File: config.mk
export PLATFORM = sky130hd
export DESIGN_NAME = kmer_minimizer_stream_top
export DESIGN_NICKNAME = d
export VERILOG_FILES = /design/src/hdl/kms_pkg.sv /design/src/hdl/kmer_minimizer_stream_top.sv /design/src/hdl/kms_in_reg.sv /design/src/hdl/kms_core.sv /design/src/hdl/kms_out_reg.sv
export SDC_FILE = /design/constraint.sdc
export NUM_CORES = 1
export LEC_CHECK = 0
export ABC_AREA = 1
export BUFFER_PORTS_ARGS = -buffer_cell sky130_fd_sc_hd__buf_2
export CAP_MARGIN = 10
export CORE_MARGIN = 10
export CORE_UTILIZATION = 56
export CTS_CLUSTER_SIZE = 24
export DETAILED_ROUTE_END_ITERATION = 7
export GPL_ROUTABILITY_DRIVEN = 0
export PLACE_DENSITY = 0.77
export SLEW_MARGIN = 20
export SYNTH_ARGS = -nofsm -noshare
export SYNTH_HDL_FRONTEND = slang
export SYNTH_HIERARCHICAL = 1
export SYNTH_SLANG_ARGS = --single-unit
File: constraint.sdc
create_clock -name clk -period 4.9 [get_ports clk]
set_input_delay 0.735 -clock clk [delete_from_list [all_inputs] [get_ports clk]]
set_output_delay 0.735 -clock clk [all_outputs]
set_load 0.02 [all_outputs]
File: src/hdl/kms_pkg.sv
// Package with types, constants and the base decoder of the k-mer minimizer stream.
package kms_pkg;

  localparam logic [5:0] KMER_LENGTH_RESET = 6'd16;

  localparam logic [6:0] CH_UPPER_A = 7'h41;
  localparam logic [6:0] CH_UPPER_C = 7'h43;
  localparam logic [6:0] CH_UPPER_G = 7'h47;
  localparam logic [6:0] CH_UPPER_T = 7'h54;
  localparam logic [6:0] CH_LOWER_A = 7'h61;
  localparam logic [6:0] CH_LOWER_C = 7'h63;
  localparam logic [6:0] CH_LOWER_G = 7'h67;
  localparam logic [6:0] CH_LOWER_T = 7'h74;

  localparam logic [1:0] BASE_A = 2'h0;
  localparam logic [1:0] BASE_C = 2'h1;
  localparam logic [1:0] BASE_G = 2'h2;
  localparam logic [1:0] BASE_T = 2'h3;

  typedef struct packed {
    logic [6:0] base_char;
    logic       segment_end;
  } kms_item_t;

  typedef struct packed {
    logic       ok;
    logic [1:0] code;
  } kms_base_t;

  function automatic kms_base_t decode_base(input logic [6:0] ch);
    kms_base_t r;
    r.ok = 1'b1;
    r.code = BASE_A;
    case (ch)
      CH_UPPER_A, CH_LOWER_A: r.code = BASE_A;
      CH_UPPER_C, CH_LOWER_C: r.code = BASE_C;
      CH_UPPER_G, CH_LOWER_G: r.code = BASE_G;
      CH_UPPER_T, CH_LOWER_T: r.code = BASE_T;
      default: r.ok = 1'b0;
    endcase
    return r;
  endfunction

endpackage

File: src/hdl/kmer_minimizer_stream_top.sv
// The input register holds each base, and the output register loads the segment result
// when the last base is taken from it, so m_axis_tvalid rises as that base leaves.
// Throughput: one base per cycle; while a result waits on m_axis, bases still flow until
// the next last base reaches the input register, which then holds s_axis_tready low.
// Reset: rst is synchronous; it sets kmer_length to 16, clears the window and the
// segment minimum, empties both registers, and sets the invalid tag to all ones.
module kmer_minimizer_stream_top
  import kms_pkg::*;
#(
  parameter int WORD_BITS = 64
) (
  input  logic                    clk,
  input  logic                    rst,
  input  logic                    cfg_we,
  input  logic [5:0]              cfg_data,
  input  logic                    s_axis_tvalid,
  output logic                    s_axis_tready,
  // Bits from the lowest: base_char[6:0], one zero pad bit.
  input  logic [7:0]              s_axis_tdata,
  input  logic                    s_axis_tlast,
  output logic                    m_axis_tvalid,
  input  logic                    m_axis_tready,
  // Bits from the lowest: min_kmer[WORD_BITS-1:0], kmer_found, zero pad to a byte.
  output logic [((WORD_BITS+8)/8)*8-1:0] m_axis_tdata
);

  localparam int OUT_BITS = ((WORD_BITS + 8) / 8) * 8;
  localparam int PAD_BITS = OUT_BITS - WORD_BITS - 1;

  logic                 [5:0] kmer_length;
  kms_item_t            in_item;
  kms_item_t            cur_item;
  logic                 cur_valid;
  logic                 take;
  logic                 out_free;
  logic [WORD_BITS-1:0] res_min;
  logic                 res_found;
  logic [OUT_BITS-1:0]  res_data;

  always_ff @(posedge clk) begin
    if (rst) begin
      kmer_length <= KMER_LENGTH_RESET;
    end else if (cfg_we) begin
      kmer_length <= cfg_data;
    end
  end

  assign in_item.base_char = s_axis_tdata[6:0];
  assign in_item.segment_end = s_axis_tlast;

  assign take = cur_valid && (!cur_item.segment_end || out_free);

  kms_in_reg u_in_reg (
    .clk      (clk),
    .rst      (rst),
    .in_valid (s_axis_tvalid),
    .in_ready (s_axis_tready),
    .in_item  (in_item),
    .take     (take),
    .valid    (cur_valid),
    .item     (cur_item)
  );

  kms_core #(
    .WORD_BITS (WORD_BITS)
  ) u_core (
    .clk         (clk),
    .rst         (rst),
    .step        (take),
    .item        (cur_item),
    .kmer_length (kmer_length),
    .res_min     (res_min),
    .res_found   (res_found)
  );

  assign res_data = {{PAD_BITS{1'b0}}, res_found, res_min};

  kms_out_reg #(
    .DATA_BITS (OUT_BITS)
  ) u_out_reg (
    .clk       (clk),
    .rst       (rst),
    .load      (take && cur_item.segment_end),
    .load_data (res_data),
    .free      (out_free),
    .valid     (m_axis_tvalid),
    .ready     (m_axis_tready),
    .data      (m_axis_tdata)
  );

endmodule

File: src/hdl/kms_in_reg.sv
// Input register stage holding one accepted base request.
module kms_in_reg
  import kms_pkg::*;
(
  input  logic      clk,
  input  logic      rst,
  input  logic      in_valid,
  output logic      in_ready,
  input  kms_item_t in_item,
  input  logic      take,
  output logic      valid,
  output kms_item_t item
);

  assign in_ready = !valid || take;

  always_ff @(posedge clk) begin
    if (rst) begin
      valid <= 1'b0;
    end else if (in_valid && in_ready) begin
      valid <= 1'b1;
    end else if (take) begin
      valid <= 1'b0;
    end
  end

  always_ff @(posedge clk) begin
    if (in_valid && in_ready) begin
      item <= in_item;
    end
  end

endmodule

File: src/hdl/kms_core.sv
// Window, run counter, segment minimum and invalid tag update for one base per cycle while step is high.
module kms_core
  import kms_pkg::*;
#(
  parameter int WORD_BITS = 64
) (
  input  logic                 clk,
  input  logic                 rst,
  input  logic                 step,
  input  kms_item_t            item,
  input  logic [5:0]           kmer_length,
  output logic [WORD_BITS-1:0] res_min,
  output logic                 res_found
);

  localparam logic [5:0] KMAX = 6'(WORD_BITS / 2);

  logic [WORD_BITS-1:0] window_bits;
  logic [5:0]           valid_run;
  logic [WORD_BITS-1:0] best_kmer;
  logic                 best_seen;
  logic [WORD_BITS-1:0] invalid_tag;

  logic [WORD_BITS-1:0] window_bits_next;
  logic [5:0]           valid_run_next;
  logic [WORD_BITS-1:0] best_kmer_next;
  logic                 best_seen_next;

  logic [5:0]           k_eff;
  logic [6:0]           mask_bits;
  logic [WORD_BITS-1:0] kmask;
  kms_base_t            base;

  always_comb begin
    k_eff = kmer_length;
    if (k_eff == 6'd0) begin
      k_eff = 6'd1;
    end
    if (k_eff > KMAX) begin
      k_eff = KMAX;
    end
    mask_bits = {k_eff, 1'b0};
    for (int i = 0; i < WORD_BITS; i++) begin
      kmask[i] = (7'(i) < mask_bits);
    end
  end

  always_comb begin
    base = decode_base(item.base_char);
    window_bits_next = '0;
    valid_run_next = '0;
    best_kmer_next = best_kmer;
    best_seen_next = best_seen;
    if (base.ok) begin
      window_bits_next = {window_bits[WORD_BITS-3:0], base.code} & kmask;
      valid_run_next = (valid_run >= k_eff) ? k_eff : valid_run + 6'd1;
      if (valid_run_next >= k_eff) begin
        if (!best_seen || window_bits_next < best_kmer) begin
          best_kmer_next = window_bits_next;
        end
        best_seen_next = 1'b1;
      end
    end
    res_found = best_seen_next;
    res_min = best_seen_next ? best_kmer_next : invalid_tag;
  end

  always_ff @(posedge clk) begin
    if (rst) begin
      window_bits <= '0;
      valid_run <= '0;
      best_kmer <= '1;
      best_seen <= 1'b0;
      invalid_tag <= '1;
    end else if (step) begin
      if (item.segment_end) begin
        window_bits <= '0;
        valid_run <= '0;
        best_kmer <= '1;
        best_seen <= 1'b0;
        if (!best_seen_next) begin
          invalid_tag <= invalid_tag - WORD_BITS'(1);
        end
      end else begin
        window_bits <= window_bits_next;
        valid_run <= valid_run_next;
        best_kmer <= best_kmer_next;
        best_seen <= best_seen_next;
      end
    end
  end

endmodule

File: src/hdl/kms_out_reg.sv
// Output register holding one segment result until the downstream side takes it.
module kms_out_reg #(
  parameter int DATA_BITS = 72
) (
  input  logic                 clk,
  input  logic                 rst,
  input  logic                 load,
  input  logic [DATA_BITS-1:0] load_data,
  output logic                 free,
  output logic                 valid,
  input  logic                 ready,
  output logic [DATA_BITS-1:0] data
);

  assign free = !valid || ready;

  always_ff @(posedge clk) begin
    if (rst) begin
      valid <= 1'b0;
    end else if (free) begin
      valid <= load;
    end
  end

  always_ff @(posedge clk) begin
    if (free && load) begin
      data <= load_data;
    end
  end

endmodule

==> Word-level counts from Yosys, hierarchy flattened <==
Index checks and enable logic that the tools add are counted.
{ "totals": {"ff_bits": 278, "word_cells": 129} }
{ "op_classes": {"n_mux": 19, "n_eq_ne": 8, "n_reduce_logical": 19, "add_sub_neg": 2, "magnitude_cmp": 68, "n_bitwise": 2} }
{ "op_table": {"columns": ["op", "count"], "rows": [
  ["64-bit 2-to-1 mux", 5],
  ["6-bit by 7-bit less-than comparator with 1-bit output (first input constant)", 32],
  ["62-bit 2-to-1 mux", 2],
  ["5-bit by 7-bit less-than comparator with 1-bit output (first input constant)", 16],
  ["64-bit AND", 1],
  ["64-bit less-than comparator", 1],
  ["64-bit by 1-bit subtractor with 64-bit output (second input constant)", 1],
  ["7-bit equality test (second input constant)", 8],
  ["4-bit by 7-bit less-than comparator with 1-bit output (first input constant)", 8],
  ["6-bit 2-to-1 mux", 5],
  ["3-bit by 7-bit less-than comparator with 1-bit output (first input constant)", 4],
  ["1-bit by 7-bit less-than comparator with 1-bit output (first input constant)", 2],
  ["2-bit by 7-bit less-than comparator with 1-bit output (first input constant)", 2],
  ["6-bit >= comparator", 2],
  ["8-bit OR reduction", 1],
  ["6-bit by 1-bit adder with 6-bit output (second input constant)", 1],
  ["6-bit > comparator (second input constant)", 1],
  ["6-bit logical NOT", 1],
  ["1-bit 2-to-1 mux", 6],
  ["2-bit case mux with 3 select lines", 1],
  ["2-bit OR reduction", 3],
  ["1-bit logical AND", 4],
  ["1-bit logical NOT", 4],
  ["1-bit logical OR", 4],
  ["3 further kinds", 3]
]} }

==> Longest topological paths before layout <==
Gate-level depths: netlist (run 1).
{ "logic_depth": {"ltp_word": 12, "ltp_mapped": 32} }

==> Cells and area by module <==
Netlist (run 1), hierarchy kept.
{ "modules_own_cells": {"columns": ["mod", "seq_area_each_um2", "area_each_um2", "cells_each", "instances"], "rows": [
  ["kms_core", 3943.8, 12992.5, 2014, 1],
  ["kms_out_reg", 2182.1, 2209.6, 78, 1],
  ["kms_in_reg", 260.2, 287.8, 14, 1],
  ["kmer_minimizer_stream_top", 120.1, 269.0, 42, 1]
]} }

==> Least setup slack after synthesis (run 1) <==
No wires, ideal clock.
{ "synth_timing": {"kind": "input port to flip-flop", "start": "in m_axis_tready", "end": "reg u_out_reg.data[0] (enable)", "n_path_buf": 0, "setup_ps": 526, "stages": 6, "arrival_time_ps": 4493, "required_time_ps": 4374, "path_slack_ps": -119, "cell_sequence": "inv_2 nand2_2 nand3_1 inv_1 inv_1 a21oi_1"} }
{ "synth_between": {"elab_chain_cells": 5} }
{ "synth_rtl": {"columns": ["element", "line_no", "text"], "rows": [
  ["start, declared", "kmer_minimizer_stream_top.sv:22", "input logic m_axis_tready,"],
  ["1-bit logical OR (*)", "kms_out_reg.sv:15", "assign free = !valid || ready;"],
  ["net out_free", "kmer_minimizer_stream_top.sv:35", "logic out_free;"],
  ["1-bit logical OR", "kmer_minimizer_stream_top.sv:51", "assign take = cur_valid && (!cur_item.segment_end || out_free);"],
  ["1-bit logical AND", "kmer_minimizer_stream_top.sv:51", null],
  ["1-bit logical AND", "kmer_minimizer_stream_top.sv:83", ".load (take && cur_item.segment_end),"],
  ["1-bit logical AND (*)", "kms_out_reg.sv:26", "if (free && load) begin"],
  ["end signal, assigned", "kms_out_reg.sv:27", "data <= load_data;"],
  ["end, declared", "kms_out_reg.sv:12", "output logic [DATA_BITS-1:0] data"]
]} }
The timed path passes the listed nets; every way through them passes the cells marked *.
A chain may end at the register's enable or synchronous reset.

==> Worst setup path in the final report (run 1) <==
{ "layout_timing": {"start": "reg kmer_length[2]", "end": "reg u_out_reg.data[47] (data pin)"} }
{ "layout_between": {"word_cells_on_any_way": 80, "classes_between": "order compare: 68; mux: 9; bitwise: 1; reduce/logical: 2"} }
{ "layout_lines": {"columns": ["element", "line_no", "text"], "rows": [
  ["start, declared", "kmer_minimizer_stream_top.sv:30", "logic [5:0] kmer_length;"],
  ["start signal, assigned", "kmer_minimizer_stream_top.sv:44", "kmer_length <= cfg_data;"],
  ["6-bit logical NOT", "kms_core.sv:36", "if (k_eff == 6'd0) begin"],
  ["6-bit 2-to-1 mux (*)", "kms_core.sv:36", null],
  ["6-bit > comparator", "kms_core.sv:39", "if (k_eff > KMAX) begin"],
  ["6-bit 2-to-1 mux (*)", "kms_core.sv:39", null],
  ["6-bit >= comparator", "kms_core.sv:56", "valid_run_next = (valid_run >= k_eff) ? k_eff : valid_run + 6'd1;"],
  ["6-bit 2-to-1 mux", "kms_core.sv:56", null],
  ["6-bit >= comparator (*)", "kms_core.sv:57", "if (valid_run_next >= k_eff) begin"],
  ["1-bit 2-to-1 mux (*)", "kms_core.sv:57", null],
  ["1-bit 2-to-1 mux (*)", "kms_core.sv:54", "if (base.ok) begin"],
  ["net res_found", "kmer_minimizer_stream_top.sv:37", "logic res_found;"],
  ["64-bit 2-to-1 mux (*)", "kms_core.sv:65", "res_min = best_seen_next ? best_kmer_next : invalid_tag;"],
  ["net res_min[47]", "kmer_minimizer_stream_top.sv:36", "logic [WORD_BITS-1:0] res_min;"]
]} }
Marks and branches as above.

==> metrics, run 1 <==
first-pass GRT wire length 69.2 mm; Crit Path Max Fanout 66; die height about 190 µm; Post-Place Cells 2,559; CP arrival 4.83 ns; root buf cell clkbuf_16; P&R area growth vs syn 12.1%; I/O Buffers a little over 90; Hold Vio Cnt, Final 0; fill cell count 2,471; CTS tree yes; Top FF cell, synth dfxtp_1; #FFs+latches synth ~290; number of non-filler instances in the completed layout 2,621; final setup fails 0; # rows 61; Rel. slew slack roughly a third; critical path launch point type flip-flop; leak pwr slightly below 8 nW; post-synth cell types 53; Final Power between 5 and 6 mW; Vias 14,500; critical path class flip-flop to flip-flop; Post-synth EDFFs 80; worst skew pair latency 0.57 ns; Via-to-Cell Ratio 5.54; initial antenna violation count 0; Synth Area per Inst 7.34 µm²; Synth warnings 6; Core Area 27,800 µm²; largest net degree at the start of global routing 78; die area ~35,000 µm²; DR WL/cell 16.2 µm; Cells after Synth roughly 2,100; post-synthesis sequential area ratio 41.3%; Pre-antenna DRT Iters 6; Slew Limit Fails 0; VDD IR-drop max 0.262 mV; vias in the first global route 14,000; layout cells sized above 1 12.7%; Setup crit end kind flip-flop; GRT Util Overall 23.4%; min Tclk post-route 4.53 ns; n_diodes 0; H-tree Lvls 1; Clock transition at path regs ~0.06 ns; Hold WC Path Type input port to flip-flop; clk sinks 285; slew at the pin with the worst max-slew slack about 1.0 ns; Die Wd about 190 µm; fin nets 2,311; worst path required time roughly 5.2 ns; outcome completed; initial drt markers around 1,400; Final period util between 90 and 100%; Cell Pwr Density 320 nW/µm²; Post-Syn Area 15,800 µm²; post-route ant nets 0; share of synthesized registers carrying an async set or reset 0%; # hold bufs at CTS 0; grt total ovfl 0; Starting Density 56.7%; post-DP HPWL roughly 29 mm; Post-route DRC 0; CTS Buffer Depth 3; I/O Pins 94; Fmax 221 MHz; Num CTS Buffers 31; Setup TNS 0 ns; Max Cap Viol 0; Worst Skew 0.00761 ns; total wire length 42.6 mm
registers in the layout, summed over array words and instances, names as in the netlist:
| signal | cells |
|---|---|
| u_out_reg/data | 72 |
| u_core/best_kmer | 64 |
| u_core/invalid_tag | 64 |
| u_core/window_bits | 62 |
| u_in_reg/item | 8 |
| kmer_length | 6 |
| u_core/valid_run | 6 |
| u_core/best_seen | 1 |
| u_in_reg/valid | 1 |
| u_out_reg/valid | 1 |
logic make-up after synthesis:
| kind of cell | share of synthesized area (%) |
|---|---|
| buffers and inverters | 10.3 |
| and+or+nand+nor | 31.7 |
| other | 0.0238 |
| xor gates and xnor gates | 0.278 |
| adders and majority gates | 5.80 |
| AOI/OAI and AO/OA | 10.6 |
| DFF | 41.3 |
cell type report:
class | instances | area [µm²] | area share (%)
Clock inverter | 19 | 280 | 1.59
Multi-Input combinational cell | 1482 | 7720 | 43.7
Inverter | 301 | 1140 | 6.45
Sequential cell | 285 | 6510 | 36.8
Timing Repair Buffer | 117 | 701 | 3.97
Tap cell | 378 | 473 | 2.68
Clock buffer | 39 | 847 | 4.79
cell usage after synthesis, types with 6 or more instances:
| library cell | n | share of area, % |
|---|---|---|
| a211oi_1 | 7 | 0.33 |
| nor2_1 | 192 | 4.6 |
| nand4_1 | 24 | 0.95 |
| nand3_1 | 192 | 6.1 |
| buf_2 | 25 | 0.79 |
| buf_12 | 7 | 0.89 |
| dfxtp_1 | 205 | 26 |
| nor4_1 | 7 | 0.28 |
| nand2_1 | 552 | 13 |
| nand2_2 | 11 | 0.44 |
| clkbuf_1 | 48 | 1.1 |
| a21oi_1 | 182 | 5.8 |
| edfxtp_1 | 80 | 15 |
| nor3_1 | 27 | 0.86 |
| nand3_2 | 62 | 3.9 |
| a21o_1 | 10 | 0.48 |
| a22oi_1 | 14 | 0.67 |
| inv_1 | 293 | 7.0 |
| o21ai_0 | 65 | 2.1 |
| ha_1 | 73 | 5.8 |
| or2_2 | 6 | 0.24 |
| inv_2 | 7 | 0.17 |
| nand3b_1 | 6 | 0.29 |
routing by layer:
| layer | share of wire, % | global-route usage [%] | routed length [µm] | vias up |
|---|---|---|---|---|
| li1 | - | - | - | 7142 |
| met1 | 41 | 28.1 | 17400 | 6735 |
| met4 | 4.0 | 9.75 | 1680 | 0 |
| met5 | 0 | 0 | 0 | - |
| met3 | 6.4 | 3.21 | 2740 | 102 |
| met2 | 49 | 41.2 | 20700 | 530 |
cells in the final DEF, fill, tap and decap left out, types with 8 or more instances in the layout:
master / n
a21oi_1: 181
o21ai_0: 63
nand3_1: 190
dfxtp_1: 204
buf_2: 91
nor3_1: 27
buf_4: 22
a21o_1: 10
clkinv_2: 8
nand2_2: 13
nand4_1: 24
clkbuf_16: 32
nand3_2: 65
a22oi_1: 14
inv_1: 290
edfxtp_1: 80
nor2_1: 188
inv_2: 8
ha_1: 73
nand2_1: 550
power breakdown:
| group | internal (mW) | leakage [nW] | switching, mW |
|---|---|---|---|
| clock | 1.59 | 0.549 | 0.966 |
| sequential | 2.49 | 2.30 | 0.0359 |
| combinational | 0.170 | 4.99 | 0.398 |
worst paths after layout:
kind	start	endpoint	slack, ns	cells after the start
worst max register to register	kmer_length[2]	u_out_reg/data[47]	0.37	24
worst max-delay path	kmer_length[2]	u_out_reg/data[47]	0.37	24
worst min register to register	u_core/window_bits[14]	u_core/window_bits[14]	0.46	2
worst min-delay path	s_axis_tdata[0]	u_in_reg/item[1]	0.34	1
repair_timing:
item	in CTS	in global routing
setup endpoints to repair	0	91
buffers inserted	0	3
gates resized for setup	0	13
critical path, stage by stage (launching register included):
cell and delay [ns]:
dfxtp_2 0.37, nor2_2 0.13, nand3_1 0.10, nand2_1 0.10, inv_1 0.06, nor2_1 0.15, inv_1 0.12, ha_1 0.29
nand2_1 0.08, inv_1 0.06, o211ai_1 0.16, nand3_2 0.21, o21a_1 0.25, ha_1 0.29, nand2_1 0.07, inv_1 0.07
nand4_1 0.08, o2111ai_1 0.11, nand2_1 0.14, nand2_2 0.11, buf_4 0.67, inv_2 0.07, buf_4 0.32, nand2_1 0.16
nand2_1 0.09
metrics by stage:
stage,cell area [µm²],util (%),worst slack [ns],hold slack [ns]
floorplan,15800,-,1.19,0.441
global placement,16500,59.3,0.286,0.448
detailed placement,16500,59.3,0.151,0.453
CTS,17600,63.3,0.129,0.324
global route,17700,63.6,-0.0369,0.330
finish,17700,63.6,0.374,0.341
Note: power is estimated with default switching activity, not from simulation.
==> inputs of run 2 (changes only) <==
Settings changed: CORE_MARGIN 10 to 2, CORE_UTILIZATION 56 to 45, PLACE_DENSITY 0.77 to not set, PLACE_DENSITY_LB_ADDON set to 0.3.
==> metrics, run 2 (synthesis gave the netlist of run 1 again) <==
outcome completed; root buf cell clkbuf_16; die height 191 µm; Reg power frac around 46%; VDD IR-drop max 0.266 mV; Sw Pwr between 1 and 1.5 mW; Final period util about nine tenths; Post-Place Cells 2,640; Setup crit end kind flip-flop; Post-route DRC 0; Worst Skew 0.0262 ns; Vias 14,200; post-DP HPWL 29.2 mm; grt total ovfl 0; DR WL/cell 15.7 µm; layout cells sized above 1 12.3%; clk sinks 285; Crit Path Max Fanout 36; Hold Vio Cnt, Final 0; Fmax roughly 230 MHz; fin nets 2,314; Pre-antenna DRT Iters 7; initial drt markers 1,058; commonest cells after routing, fill and taps aside nand2_1 (551), inv_1 (290), dfxtp_1 (204); Setup TNS 0 ns; R2R Setup Slk 0.47 ns; Post-CTS Setup Bufs 0; first-pass GRT wire length 68.3 mm; Num CTS Buffers 34; Reg with most FFs u_out_reg/data; critical path class flip-flop to flip-flop; GRT Util Overall 23.2%; initial antenna violation count 0; fill cell count 3,367; number of non-filler instances in the completed layout 2,702; critical path launch point type flip-flop; slew at the pin with the worst max-slew slack between 1 and 1.5 ns; die area 36,500 µm²; CTS Buffer Depth 3; Int Power 4.07 mW; biggest regs u_out_reg/data x72, u_core/best_kmer x64, u_core/invalid_tag x64; multi-input logic area approximately 7700 µm²; Hold WC Path Type input port to flip-flop; Core Area 34,500 µm²; worst skew pair latency 0.53 ns; CP arrival 4.69 ns; CTS tree yes; I/O Buffers 92; final setup fails 0; RSZ-0062 raised after global routing no; H-tree Lvls 2; Sw Ratio 25.8%; instance area at placement 16,600 µm²; Cell Pwr Density a little over 300 nW/µm²; worst path required time 5.15 ns; Clock transition at path regs 0.06 ns; # rows 68; fin area 17,600 µm²; P&R area growth vs syn 11.9%; Min Hold Slack around 0.40 ns; commonest non-fill, non-tap cell in the layout nand2_1; post-route ant nets 0; Reg area around 6500 µm²; I/O Pins 94; met2 Track Usage GR around two fifths; Final Power around 5.5 mW; Slew Limit Fails 0; total wire length about 42 mm; min Tclk post-route 4.43 ns; Die Wd 191 µm; flip-flop count of the largest register after layout 72; Via-to-Cell Ratio 5.26; n_diodes 0; GR peak layer met2; vias in the first global route 13,800; leak pwr 7.79 nW; largest net degree at the start of global routing 87; GRT met1 Usage roughly 29%; Clock power frac 43.7%; Starting Density a little under half; Rel. slew slack 30.2%; combinational share of power 10.2%; GR Util met3 2.86%; Max Cap Viol 0
[run 2: changes by cell type in the layout (fill, tap and decap cells not counted), sizes merged]
| cell | change |
|---|---|
| clkbuf | +11 |
| clkinv | -1 |
| nand3 | -1 |
| inv | +2 |
| clkinvlp | -2 |
| bufinv | -6 |
| buf | +1 |
[run 2: metrics by stage]
stage	utilization, %	setup WS [ns]
final	51.1	0.467
after floorplan	-	1.19
after global routing	51.1	0.0116
after CTS	51.0	0.320
after global placement	48.0	0.426
after detailed placement	48.0	0.331
[run 2: repair_timing]
action,in CTS,in global routing
resized for setup,0,6
setup endpoints to repair,0,43
hold buffers,0,0
[run 2: cell type report]
class,instances,area share [%]
Multi-Input combinational cell,1481,43.6
Sequential cell,285,36.9
Tap cell,455,3.23
Clock buffer,50,5.39
Clock inverter,12,0.574
Timing Repair Buffer,118,3.87
Inverter,301,6.47
[run 2: critical path: stages (launching register included)]
cell and delay (ns):
dfxtp_1 0.49, nor2_1 0.10, nand3_1 0.11, nand2_1 0.07, nand2_1 0.13, inv_1 0.09, nand2_1 0.37, inv_1 0.09
o21ai_0 0.32, inv_1 0.12, ha_1 0.31, a21oi_1 0.17, nor2_1 0.05, a211oi_1 0.16, nand2_1 0.10, nand2_1 0.06
nand2_1 0.07, nand2_1 0.06, nand2_1 0.10, nand2_1 0.09, nand2_2 0.06, nand2_4 0.28, buf_12 0.32, nand3_2 0.10
nand3_1 0.23, nand2_1 0.10
[run 2: routing by layer]
| layer | up-vias | wire length (µm) |
|---|---|---|
| li1 | 7137 | - |
| met1 | 6612 | 18500 |
| met2 | 363 | 20200 |
| met3 | 94 | 2080 |
| met4 | 0 | 1640 |
| met5 | - | 0 |
[run 2: final timing paths]
check / endpoint / from / depth (start not counted)
max: u_out_reg/data[30] / kmer_length[3] / 25
min: u_in_reg/item[4] / s_axis_tdata[3] / 1
min reg2reg: u_core/window_bits[44] / u_core/window_bits[44] / 2
max reg2reg: u_out_reg/data[30] / kmer_length[3] / 25
[run 2: power by group through the flow]
| stage | logic [mW] | clock network (mW) | registers, mW |
|---|---|---|---|
| 4_1_cts | 0.553 | 2.45 | 2.53 |
| 2_1_floorplan | 0.380 | 0 | 2.59 |
| 3_3_place_gp | 0.538 | 0 | 2.58 |
| 5_1_grt | 0.622 | 2.55 | 2.54 |
| 6_report | 0.558 | 2.39 | 2.53 |
| 3_5_place_dp | 0.549 | 0 | 2.58 |
